===== src/design/cqd_pkg.sv =====
// ----------------------------------------------------------------------------
// cqd_pkg
// Shared types, codes and the BCD helper for the Q-channel frame decoder.
// ----------------------------------------------------------------------------
package cqd_pkg;

  localparam logic [3:0] ModePosition = 4'h1;
  localparam logic [3:0] ModeCatalog  = 4'h2;
  localparam logic [3:0] ModeIsrc     = 4'h3;
  localparam logic [3:0] ModeFive     = 4'h5;

  localparam logic [7:0] TrackLeadOut   = 8'hAA;
  localparam logic [7:0] PointA0        = 8'hA0;
  localparam logic [7:0] PointA1        = 8'hA1;
  localparam logic [7:0] PointA2        = 8'hA2;
  localparam logic [7:0] PointB0        = 8'hB0;
  localparam logic [7:0] RelMinInvalid  = 8'hFF;
  localparam logic [7:0] LeadInMinLimit = 8'd90;
  localparam logic [1:0] AdrLowLeadIn   = 2'b01;

  localparam int unsigned FlagAny         = 0;
  localparam int unsigned FlagAbsTime     = 1;
  localparam int unsigned FlagCatalog     = 2;
  localparam int unsigned FlagIsrc        = 3;
  localparam int unsigned FlagFirstLeadIn = 4;
  localparam int unsigned FlagLeadIn      = 5;
  localparam int unsigned FlagProgram     = 6;
  localparam int unsigned FlagLeadOut     = 7;

  typedef struct packed {
    logic [7:0] control_address;
    logic [7:0] track;
    logic [7:0] index;
    logic [7:0] rel_min;
    logic [7:0] rel_sec;
    logic [7:0] rel_frame;
    logic [7:0] abs_min;
    logic [7:0] abs_sec;
    logic [7:0] abs_frame;
  } frame_t;

  typedef struct packed {
    logic [7:0] track;
    logic [7:0] index;
    logic [7:0] rel_min;
    logic [7:0] rel_sec;
    logic [7:0] rel_frame;
    logic [7:0] abs_min;
    logic [7:0] abs_sec;
    logic [7:0] abs_frame;
    logic [7:0] brake_minute;
    logic       brake_minute_valid;
    logic [7:0] area_flags;
  } result_t;

  function automatic logic [7:0] bcd_to_bin(input logic [7:0] b);
    logic [7:0] hi;
    logic [7:0] lo;
    hi = {4'b0000, b[7:4]};
    lo = {4'b0000, b[3:0]};
    return 8'({hi[4:0], 3'b000}) + 8'({hi[6:0], 1'b0}) + lo;
  endfunction

endpackage


===== src/design/cqd_field_conv.sv =====
// ----------------------------------------------------------------------------
// cqd_field_conv
// Mode-dependent BCD to binary conversion of the frame fields.
// ----------------------------------------------------------------------------
module cqd_field_conv (
  input  cqd_pkg::frame_t frame_i,
  output cqd_pkg::frame_t conv_o
);

  logic [3:0] mode;

  assign mode = frame_i.control_address[3:0];

  always_comb begin
    conv_o = frame_i;
    if (mode == cqd_pkg::ModePosition) begin
      if (frame_i.track != cqd_pkg::TrackLeadOut) begin
        conv_o.track = cqd_pkg::bcd_to_bin(frame_i.track);
      end
      conv_o.rel_min   = cqd_pkg::bcd_to_bin(frame_i.rel_min);
      conv_o.rel_sec   = cqd_pkg::bcd_to_bin(frame_i.rel_sec);
      conv_o.rel_frame = cqd_pkg::bcd_to_bin(frame_i.rel_frame);
      conv_o.abs_min   = cqd_pkg::bcd_to_bin(frame_i.abs_min);
      if (frame_i.index != cqd_pkg::PointA0 && frame_i.index != cqd_pkg::PointA1) begin
        conv_o.abs_sec   = cqd_pkg::bcd_to_bin(frame_i.abs_sec);
        conv_o.abs_frame = cqd_pkg::bcd_to_bin(frame_i.abs_frame);
        if (frame_i.index != cqd_pkg::PointA2) begin
          conv_o.index = cqd_pkg::bcd_to_bin(frame_i.index);
        end
      end
    end else if (mode == cqd_pkg::ModeFive) begin
      if (frame_i.track == 8'h00 && frame_i.index == cqd_pkg::PointB0 &&
          frame_i.rel_min != cqd_pkg::RelMinInvalid) begin
        conv_o.rel_min   = cqd_pkg::bcd_to_bin(frame_i.rel_min);
        conv_o.rel_sec   = cqd_pkg::bcd_to_bin(frame_i.rel_sec);
        conv_o.rel_frame = cqd_pkg::bcd_to_bin(frame_i.rel_frame);
      end
    end
  end

endmodule


===== src/design/cqd_area_flags.sv =====
// ----------------------------------------------------------------------------
// cqd_area_flags
// Brake minute and area-match flags from the converted frame.
// ----------------------------------------------------------------------------
module cqd_area_flags (
  input  cqd_pkg::frame_t conv_i,
  input  logic            disc_is_pressed_i,
  output cqd_pkg::result_t result_o
);

  logic [3:0] mode;
  logic       is_pos;
  logic       trk_zero;
  logic       trk_out;
  logic       lead_in_time;

  assign mode         = conv_i.control_address[3:0];
  assign is_pos       = (mode == cqd_pkg::ModePosition);
  assign trk_zero     = (conv_i.track == 8'h00);
  assign trk_out      = (conv_i.track == cqd_pkg::TrackLeadOut);
  assign lead_in_time = (conv_i.rel_min > cqd_pkg::LeadInMinLimit) || disc_is_pressed_i;

  always_comb begin
    result_o.track     = conv_i.track;
    result_o.index     = conv_i.index;
    result_o.rel_min   = conv_i.rel_min;
    result_o.rel_sec   = conv_i.rel_sec;
    result_o.rel_frame = conv_i.rel_frame;
    result_o.abs_min   = conv_i.abs_min;
    result_o.abs_sec   = conv_i.abs_sec;
    result_o.abs_frame = conv_i.abs_frame;

    result_o.brake_minute_valid = is_pos;
    result_o.brake_minute       = (is_pos && !trk_zero) ? conv_i.abs_min : 8'h00;

    result_o.area_flags                               = '0;
    result_o.area_flags[cqd_pkg::FlagAny]             = 1'b1;
    result_o.area_flags[cqd_pkg::FlagAbsTime]         = is_pos && (!trk_zero || !lead_in_time);
    result_o.area_flags[cqd_pkg::FlagCatalog]         = (mode == cqd_pkg::ModeCatalog);
    result_o.area_flags[cqd_pkg::FlagIsrc]            = (mode == cqd_pkg::ModeIsrc);
    result_o.area_flags[cqd_pkg::FlagFirstLeadIn]     = is_pos && trk_zero && lead_in_time;
    result_o.area_flags[cqd_pkg::FlagLeadIn]          =
      (conv_i.control_address[1:0] == cqd_pkg::AdrLowLeadIn) && trk_zero;
    result_o.area_flags[cqd_pkg::FlagProgram]         = is_pos && !trk_zero && !trk_out;
    result_o.area_flags[cqd_pkg::FlagLeadOut]         = is_pos && trk_out;
  end

endmodule


===== src/design/cd_q_subcode_frame_decoder_top.sv =====
// ----------------------------------------------------------------------------
// cd_q_subcode_frame_decoder_top
// Q-channel subcode frame decoder: BCD to binary with area matching.
// ----------------------------------------------------------------------------
// One raw Q-channel frame is taken per transfer into an input register. The
// conversion and flag logic sits between that register and the result
// register. Each result is computed from the input register and registered
// in the result register; a result-side stall holds it back. A new frame is
// accepted every cycle while the result side keeps up. The user must write the
// pressed-disc bit via cfg_we_i/cfg_wdata_i while idle; the top does not check.
module cd_q_subcode_frame_decoder_top (
  input  logic       clk_i,
  input  logic       rst_ni,
  input  logic       cfg_we_i,
  input  logic       cfg_wdata_i,
  input  logic       in_valid_i,
  output logic       in_ready_o,
  input  logic [7:0] control_address_i,
  input  logic [7:0] track_raw_i,
  input  logic [7:0] index_raw_i,
  input  logic [7:0] rel_min_raw_i,
  input  logic [7:0] rel_sec_raw_i,
  input  logic [7:0] rel_frame_raw_i,
  input  logic [7:0] abs_min_raw_i,
  input  logic [7:0] abs_sec_raw_i,
  input  logic [7:0] abs_frame_raw_i,
  output logic       out_valid_o,
  input  logic       out_ready_i,
  output logic [7:0] track_out_o,
  output logic [7:0] index_out_o,
  output logic [7:0] rel_min_out_o,
  output logic [7:0] rel_sec_out_o,
  output logic [7:0] rel_frame_out_o,
  output logic [7:0] abs_min_out_o,
  output logic [7:0] abs_sec_out_o,
  output logic [7:0] abs_frame_out_o,
  output logic [7:0] brake_minute_o,
  output logic       brake_minute_valid_o,
  output logic [7:0] area_flags_o
);

  logic             pressed_q;
  logic             s1_valid_q;
  cqd_pkg::frame_t  s1_frame_q;
  logic             s2_valid_q;
  cqd_pkg::result_t s2_result_q;
  cqd_pkg::frame_t  conv;
  cqd_pkg::result_t result_d;
  logic             s2_ready;
  logic             s1_ready;

  assign s2_ready   = !s2_valid_q || out_ready_i;
  assign s1_ready   = !s1_valid_q || s2_ready;
  assign in_ready_o = s1_ready;

  always_ff @(posedge clk_i or negedge rst_ni) begin
    if (!rst_ni) begin
      pressed_q <= 1'b1;
    end else if (cfg_we_i) begin
      pressed_q <= cfg_wdata_i;
    end
  end

  always_ff @(posedge clk_i or negedge rst_ni) begin
    if (!rst_ni) begin
      s1_valid_q <= 1'b0;
      s2_valid_q <= 1'b0;
    end else begin
      if (s1_ready) begin
        s1_valid_q <= in_valid_i;
      end
      if (s2_ready) begin
        s2_valid_q <= s1_valid_q;
      end
    end
  end

  always_ff @(posedge clk_i) begin
    if (s1_ready && in_valid_i) begin
      s1_frame_q <= '{control_address: control_address_i,
                      track:           track_raw_i,
                      index:           index_raw_i,
                      rel_min:         rel_min_raw_i,
                      rel_sec:         rel_sec_raw_i,
                      rel_frame:       rel_frame_raw_i,
                      abs_min:         abs_min_raw_i,
                      abs_sec:         abs_sec_raw_i,
                      abs_frame:       abs_frame_raw_i};
    end
    if (s2_ready && s1_valid_q) begin
      s2_result_q <= result_d;
    end
  end

  cqd_field_conv u_conv (
    .frame_i (s1_frame_q),
    .conv_o  (conv)
  );

  cqd_area_flags u_flags (
    .conv_i            (conv),
    .disc_is_pressed_i (pressed_q),
    .result_o          (result_d)
  );

  assign out_valid_o          = s2_valid_q;
  assign track_out_o          = s2_result_q.track;
  assign index_out_o          = s2_result_q.index;
  assign rel_min_out_o        = s2_result_q.rel_min;
  assign rel_sec_out_o        = s2_result_q.rel_sec;
  assign rel_frame_out_o      = s2_result_q.rel_frame;
  assign abs_min_out_o        = s2_result_q.abs_min;
  assign abs_sec_out_o        = s2_result_q.abs_sec;
  assign abs_frame_out_o      = s2_result_q.abs_frame;
  assign brake_minute_o       = s2_result_q.brake_minute;
  assign brake_minute_valid_o = s2_result_q.brake_minute_valid;
  assign area_flags_o         = s2_result_q.area_flags;

endmodule


===== config.mk =====
export PLATFORM = sky130hd
export DESIGN_NAME = cd_q_subcode_frame_decoder_top
export DESIGN_NICKNAME = d
export VERILOG_FILES = /design/src/design/cqd_pkg.sv /design/src/design/cqd_field_conv.sv /design/src/design/cqd_area_flags.sv /design/src/design/cd_q_subcode_frame_decoder_top.sv
export SDC_FILE = /design/constraint.sdc
export NUM_CORES = 1
export LEC_CHECK = 0
export ABC_AREA = 1
export BUFFER_PORTS_ARGS = -buffer_cell sky130_fd_sc_hd__buf_2
export CORE_MARGIN = 5
export CORE_UTILIZATION = 45
export DETAILED_ROUTE_END_ITERATION = 8
export PLACE_DENSITY = 0.7
export SYNTH_ARGS = -nofsm -noshare
export SYNTH_HDL_FRONTEND = slang
export SYNTH_HIERARCHICAL = 1
export SYNTH_SLANG_ARGS = --single-unit
export TNS_END_PERCENT = 5

===== constraint.sdc =====
create_clock -name clk_i -period 5.42 [get_ports clk_i]
set_input_delay 1.084 -clock clk_i [delete_from_list [all_inputs] [get_ports clk_i]]
set_output_delay 1.084 -clock clk_i [all_outputs]
set_load 0.01 [all_outputs]

# Word level (Yosys, flattened, before mapping)
# Cells that the tools add are included.
# word_totals
reg_bits	151
input_bits	78
word_cells	84
# classes
add_sub_neg	16
n_lt_le_gt_ge	1
eq_ne	12
muxes	9
reduce_logical	23
# op_table
cell	n
$mux 24	4
$add 7x5->8	8
$add 8x4->8	8
$ne 8x8->1 const B	5
$mux 16	2
$mux 8	3
$eq 8x8->1 const B	2
$logic_not 8->1	2
$logic_and 1x1->1	12
$eq 4x2->1 const B	2
$gt 8x7->1 const B	1
$logic_not 1->1	5
$eq 4x1->1 const B	1
$eq 4x3->1 const B	1
$logic_or 1x1->1	4
$eq 2x1->1 const B	1

# Logic depth before layout (Yosys ltp)
# Gate-level depths: netlist of the first run.
# depth
ltp_word	11
depth_mapped	19
depth_no_buf	18

# Cells and area by module
# Netlist of the first run, hierarchy kept.
# modules_own_cells
mod	n_inst	cells_each	area_per_inst_um2	seq_area_each_um2
cd_q_subcode_frame_decoder_top	1	169	4728.3	4670.7
cqd_field_conv	1	415	2702.6	0.0
cqd_area_flags	1	127	788.3	0.0

# Worst setup path after synthesis of the first run
# Ideal clock, no wire load.
# synth_timing
kind	input port to flip-flop
start	input port out_ready_i
end	register s2_result_q, in the netlist abs_frame_out_o[0] (enable)
setup_ns	0.547
arrival_ns	5.066
required_time_ns	4.873
setup_slack_ns	-0.193
stages	2
path_buffers	0
cell_sequence	inv_1 -> a21oi_1
# synth_between
elab_chain_len	2
# synth_rtl
element	line_no	rtl
start: declaration	cd_q_subcode_frame_decoder_top.sv:28	input logic out_ready_i,
$logic_or 1x1->1	cd_q_subcode_frame_decoder_top.sv:52	assign s2_ready = !s2_valid_q || out_ready_i;
$logic_and 1x1->1	cd_q_subcode_frame_decoder_top.sv:90	if (s2_ready && s1_valid_q) begin
end signal: assignment	cd_q_subcode_frame_decoder_top.sv:91	s2_result_q <= result_d;
end: declaration	cd_q_subcode_frame_decoder_top.sv:46	cqd_pkg::result_t s2_result_q;
# No other way between the ends.
# A chain may end at the register's enable or synchronous reset.

==> results of run 1 <==
## power groups by stage
stage	clock network, mW	registers (mW)	logic (mW)
after CTS	1.14	1.44	0.425
after detailed placement	0	1.46	0.422
after floorplan	0	1.48	0.311
after global routing	1.19	1.45	0.483
after global placement	0	1.46	0.409
final	1.10	1.44	0.420
## state kept, by name, summed over array words and instances, names as in the netlist
register and count:
s1_frame_q 68, out_valid_o 1, track_out_o 8, rel_sec_out_o 8, abs_sec_out_o 8, rel_frame_out_o 8
s1_valid_q 1, area_flags_o 8, rel_min_out_o 8, brake_minute_valid_o 1, abs_min_out_o 8, abs_frame_out_o 8
brake_minute_o 8, index_out_o 8, pressed_q 1
## worst register-to-register path: stages, from the launching register on
cell	delay, ns
edfxtp_1	0.35
inv_1	0.10
fa_1	0.53
inv_1	0.08
fa_1	0.46
nand3_1	0.10
nand2_1	0.07
xor2_1	0.14
nand2_1	0.07
o21ai_0	0.21
nor2_1	0.20
nand2_2	0.11
o21ai_4	0.31
nor2_1	0.10
## area by class of cell
type                       count  share of cell area
clock buffer                  18              0.0483
clock inverter                14              0.0127
inverter                      89              0.0368
multi-input combinational    376               0.281
sequential                   152               0.501
tap                          229              0.0315
timing repair buffer         158              0.0890
## cell usage in the layout (no fill, tap or decap), types with 3 or more instances in the layout
| master | n |
|---|---|
| buf_2 | 156 |
| edfxtp_1 | 149 |
| nand2_1 | 120 |
| inv_1 | 83 |
| ha_1 | 56 |
| nor2_1 | 39 |
| nand3_1 | 33 |
| a21oi_1 | 30 |
| o21ai_0 | 18 |
| clkbuf_16 | 17 |
| fa_1 | 16 |
| xor2_1 | 14 |
| nand2_2 | 8 |
| xnor2_1 | 7 |
| inv_2 | 6 |
| inv_6 | 6 |
| nor2_2 | 6 |
| clkinv_4 | 4 |
| clkinvlp_4 | 3 |
| nand3b_1 | 3 |
| o21ai_1 | 3 |
| nor3_1 | 3 |
## per-layer routing
metal  part of all wire  GRT usage  vias to the layer above
met5                  0          0                        -
met1               0.45      0.204                     2277
met4              0.021     0.0545                        0
met2               0.48      0.258                      120
met3              0.048     0.0369                       22
li1                   -          -                     2460
## final timing paths
| path | start | endpoint | slack, ns | cells past startpoint |
|---|---|---|---|---|
| setup / recovery | s1_frame_q[60] | brake_minute_o[2] | 2.34 | 13 |
| hold / removal | s1_frame_q[24] | rel_frame_out_o[0] | 0.42 | 0 |
| setup reg to reg | s1_frame_q[60] | brake_minute_o[2] | 2.34 | 13 |
| hold reg to reg | s1_frame_q[24] | rel_frame_out_o[0] | 0.42 | 0 |
| max in group asynchronous | rst_ni | pressed_q | 4.78 | 1 |
| min in group asynchronous | rst_ni | s1_valid_q | 0.45 | 1 |
==> summary.md, run 1 <==
| Metric | Value |
|---|---|
| Area of the die | 20700 sq um |
| Non-filler instance count after layout | 1036 |
| I/O Buffers | 156 |
| Core Region | 17800 sq um |
| Max VDD drop | 0.249 mV |
| Hold_buf cts | 0 |
| Root Buffer | clkbuf_16 |
| First-pass GRT wire length | 25000 um |
| Fillers | 1574 |
| Antenna violations before repair | 0 |
| GRT Overall Usage | 0.157 |
| Pwr per Cell Area | 326 nW/um^2 |
| Slowest-stage cell, CP | fa_1 |
| Ant diodes | 0 |
| Combinational power share | 0.142 |
| Clk Latency, worst-skew pair | 0.43 ns |
| Mapped Nets | 853 |
| Via count | 4879 |
| Reg area | 4550 sq um |
| Hold Fails Final Rpt | 0 |
| Tcrit/Tclk final | 0.569 |
| Setup TNS | 0 ns |
| Vias in the first global route | 4963 |
| Vias per cell | 4.71 |
| Int Pwr | 2.17 mW |
| Total CTS buffers | 17 |
| Worst setup margin | 2.34 ns |
| Syn Inst Count | 703 |
| Final max-slew violation count | 0 |
| Global placer's final weighted congestion | 0.879 |
| Initial Util | 0.454 |
| Sequential Power Share | 0.485 |
| Post-route ant nets | 0 |
| WP buf/inv | 2 |
| Clk pin slew, worst setup/hold paths | 0.06 ns |
| Worst Path Required | 5.58 ns |
| Die height | 144 um |
| Worst hold path type | reg -> reg |
| Total Wirelength | 15500 um |
| CP startpoint kind | register |
| Worst slack at placement | 2.35 ns |
| WS Path Type | reg -> reg |
| # IOs | 161 |
| Gr ovfl total | 0 |
| Clock skew | 0.0162 ns |
| Rows | 49 |
| Final net count | 944 |
| H-Tree Depth | 4 |
| Area Growth Syn to Fin | 12.6% |
| Worst Max-Slew Pin Slew | 1.20 ns |
| Critical-path maximum fanout | 9 |
| Post-DP HPWL | 11500 um |
| Clock Power Share | 0.373 |
| Data arrival, critical path | 3.24 ns |
| Max Freq | 324 MHz |
| Mean post-synth cell area | 11.5 sq um |
| WL per Instance | 14.9 um |
| Slew margin rel. | 0.200 |
| CTS tree | done |
| Finish-stage setup viols | 0 |
| Sw Ratio | 0.267 |
| CP top delay family | adder cells |
| Maxcap violations | 0 |
| Crit path largest cell delay | 0.53 ns |
| DRT iter0 DRCs | 238 |
| Clock sink count | 152 |
| Worst path cell trace | inv_1 -> fa_1 -> inv_1 -> fa_1 -> nand3_1 -> nand2_1 -> xor2_1 -> nand2_1 -> o21ai_0 -> nor2_1 -> nand2_2 -> o21ai_4 -> nor2_1 |
| Synthesized cell area | 8070 sq um |
| Footprint of the multi-input gates | 2550 sq um |
| Cell Area, Placed | 8530 sq um |
| Post-CTS Repair Setup Buffers | 0 |
| PnR Total Power | 2.96 mW |
| CP Capture Type | register |
| Min Hold Slack | 0.421 ns |
| Detailed Routing Iterations Pass 1 | 4 |
| Pleak | 4.11 nW |
| Dpl cells | 1004 |
| Residual DRC | 0 |
| Chip width | 144 um |
| RSZ-0062 raised after global routing | no |
| Resized Gates After CTS | 0 |
| Layout cells sized above 1 | 0.278 |
| NetSw | 790 uW |
| Final instance area | 9080 sq um |
| Final Core Density | 0.511 |
| Tmin final | 3.08 ns |
| Status | finished clean |
| Yosys warning count | 6 |
| Largest net degree at the start of global routing | 48 |
| Clock buffer depth | 2 |
No activity file was read; power rests on OpenSTA's default activity.
==> run 2: changes to the inputs <==
--- a/config.mk
+++ b/config.mk
@@ -5,7 +5,7 @@
 export SDC_FILE = /design/constraint.sdc
 export NUM_CORES = 1
 export LEC_CHECK = 0
-export ABC_AREA = 1
+export ABC_AREA = 0
 export BUFFER_PORTS_ARGS = -buffer_cell sky130_fd_sc_hd__buf_2
 export CORE_MARGIN = 5
 export CORE_UTILIZATION = 45
==> constraint.sdc (replaced) <==
create_clock -name clk_i -period 3.1 [get_ports clk_i]
set_input_delay 0.62 -clock clk_i [delete_from_list [all_inputs] [get_ports clk_i]]
set_output_delay 0.62 -clock clk_i [all_outputs]
set_load 0.01 [all_outputs]
==> summary.md, run 2 <==
| Metric | Value |
|---|---|
| H-Tree Depth | 4 (unchanged) |
| Hold Fails Final Rpt | 0 (unchanged) |
| Rows | 48 (was 49) |
| Reg area | 4550 sq um (unchanged) |
| Most flops, register | s1_frame_q (unchanged) |
| Area Growth Syn to Fin | 17.0% (was 12.6%) |
| Int Pwr | 4.15 mW (was 2.17 mW) |
| Ant diodes | 0 (unchanged) |
| Core Region | 17300 sq um (was 17800 sq um) |
| Syn Inst Count | 557 (was 703) |
| Global placer's final weighted congestion | 0.836 (was 0.879) |
| Clock skew | 0.00776 ns (was 0.0162 ns) |
| CTS tree | done (unchanged) |
| Commonest non-fill, non-tap cell in the layout | buf_2 (unchanged) |
| Maxcap violations | 0 (unchanged) |
| Worst setup margin | 0.0931 ns (was 2.34 ns) |
| Tcrit/Tclk final | 0.970 (was 0.569) |
| Layout cells sized above 1 | 0.368 (was 0.278) |
| Commonest cells after routing, fill and taps aside | 156 x buf_2, 149 x edfxtp_1, 55 x ha_1 (was 156 x buf_2, 149 x edfxtp_1, 120 x nand2_1) |
| Clk pin slew, worst setup/hold paths | 0.06 ns (about the same) |
| Worst Max-Slew Pin Slew | 0.828 ns (was 1.20 ns) |
| Hold path depth | 1 (was 0) |
| Critical R2R Launch | s1_frame_q[60] (unchanged) |
| WL per Instance | 17.2 um (was 14.9 um) |
| Crit path from | s1_frame_q[60] (unchanged) |
| Max Freq | 333 MHz (was 324 MHz) |
| Largest net degree at the start of global routing | 69 (was 48) |
| First-pass GRT wire length | 24500 um (was 25000 um) |
| Critical R2R Capture | area_flags_o[6] (was brake_minute_o[2]) |
| NetSw | 1.30 mW (was 790 uW) |
| Critical-path maximum fanout | 3 (was 9) |
| Post-route ant nets | 0 (unchanged) |
| Cell count of the worst reg-to-reg path | 10 (was 13) |
| Antenna violations before repair | 2 (was 0) |
| Initial Util | 0.458 (was 0.454) |
| Vias in the first global route | 4976 (was 4963) |
| Clock Power Share | 0.391 (was 0.373) |
| Via count | 4613 (was 4879) |
| Tmin final | 3.01 ns (was 3.08 ns) |
| WS Path Type | reg -> reg (unchanged) |
| # IOs | 161 (unchanged) |
| Detailed Routing Iterations Pass 1 | 4 (unchanged) |
| Final net count | 822 (was 944) |
| Flop2flop setup slack | 0.09 ns (was 2.34 ns) |
| Max FFs per register | 68 (unchanged) |
| Footprint of the multi-input gates | 2650 sq um (was 2550 sq um) |
| Mapped Nets | 707 (was 853) |
| Chip width | 143 um (was 144 um) |
| Residual DRC | 0 (unchanged) |
| Worst Path Required | 3.26 ns (was 5.58 ns) |
| Synthesized cell area | 7930 sq um (was 8070 sq um) |
| Total CTS buffers | 17 (unchanged) |
| Vias per cell | 5.07 (was 4.71) |
| Clock buffer depth | 2 (unchanged) |
| CP startpoint kind | register (unchanged) |
| Combinational power share | 0.145 (was 0.142) |
| Finish-stage setup viols | 0 (unchanged) |
| Worst hold path type | in -> reg (was reg -> reg) |
| Sw Ratio | 0.238 (was 0.267) |
| Mean post-synth cell area | 14.2 sq um (was 11.5 sq um) |
| Pleak | 3.98 nW (was 4.11 nW) |
| Fillers | 1425 (was 1574) |
| RSZ-0062 raised after global routing | yes (was no) |
| Pwr per Cell Area | 587 nW/um^2 (was 326 nW/um^2) |
| Worst slack at placement | -0.0837 ns (was 2.35 ns) |
| PnR Total Power | 5.45 mW (was 2.96 mW) |
| Area of the die | 20400 sq um (was 20700 sq um) |
| Final Core Density | 0.536 (was 0.511) |
| Sequential Power Share | 0.464 (was 0.485) |
| Data arrival, critical path | 3.17 ns (was 3.24 ns) |
| I/O Buffers | 156 (unchanged) |
| Hold Path End | s1_frame_q[29] (was rel_frame_out_o[0]) |
| Root Buffer | clkbuf_16 (unchanged) |
| Slew margin rel. | 0.448 (was 0.200) |
| Max VDD drop | 0.497 mV (was 0.249 mV) |
| Hold Startpoint | rel_frame_raw_i[5] (was s1_frame_q[24]) |
| Status | finished clean (unchanged) |
| CP Capture Type | register (unchanged) |
| Clock sink count | 152 (unchanged) |
| Gr ovfl total | 0 (unchanged) |
| DRT iter0 DRCs | 188 (was 238) |
| Clk Latency, worst-skew pair | 0.41 ns (was 0.43 ns) |
| Total Wirelength | 15700 um (was 15500 um) |
| Final max-slew violation count | 0 (unchanged) |
| Die height | 143 um (was 144 um) |
| GRT Overall Usage | 0.156 (was 0.157) |
| Post-DP HPWL | 11300 um (was 11500 um) |
| Yosys warning count | 6 (unchanged) |
run 2: layout make-up:
class	count	share of cell area
well taps	225	0.0304
clock inverters	12	0.0189
inverters	47	0.0190
clock buffers	20	0.0471
repair buffers	181	0.108
multi-input cells	273	0.286
flip-flops and latches	152	0.491
run 2: metal layers:
| layer | GRT usage | part of all wire | vias up |
|---|---|---|---|
| met3 | 0.0546 | 0.080 | 20 |
| met5 | 0 | 0.0013 | - |
| li1 | - | - | 2170 |
| met1 | 0.187 | 0.42 | 2240 |
| met2 | 0.264 | 0.49 | 179 |
| met4 | 0.0505 | 0.014 | 4 |
run 2: through the flow:
step	instance area (sq um)	setup TNS [ns]	hold slack, ns	std cells
after floorplan	7930	0	0.324	557
after global placement	8510	0	0.409	871
after detailed placement	8510	-0.118	0.406	871
after CTS	9180	0	0.351	907
after global routing	9270	-0.127	0.350	910
final	9270	0	0.379	910
run 2: worst max-delay path by stage:
stage                              end  slack [ns]
finish                 area_flags_o[6]        0.09
global route           area_flags_o[4]       -0.03
CTS                    area_flags_o[4]       0.003
detailed placement     area_flags_o[4]       -0.08
global placement       area_flags_o[4]       0.004
floorplan           abs_frame_out_o[0]        0.03
run 2: critical path: stages (launching register included):
cell and delay (ns):
edfxtp_1 0.40, inv_2 0.07, fa_1 0.56, inv_2 0.07
fa_2 0.36, a21o_1 0.20, a21oi_2 0.14, xor2_1 0.19
o22ai_2 0.12, or4_4 0.46, o21a_1 0.20
run 2: repair_timing:
item	in CTS	in global routing
buffers inserted	3	3
setup endpoints to repair	3	12
hold endpoints to repair	2	0
hold buffers	1	0
resized for setup	5	16
pin swaps	4	15
run 2: power by group through the flow:
stage                     clock network (mW)  logic [mW]  registers, mW
after detailed placement                   0       0.758           2.57
final                                   2.13       0.792           2.53
after global placement                     0       0.715           2.56
after CTS                               2.19       0.774           2.53
after global routing                    2.27       0.876           2.54
after floorplan                            0       0.539           2.60
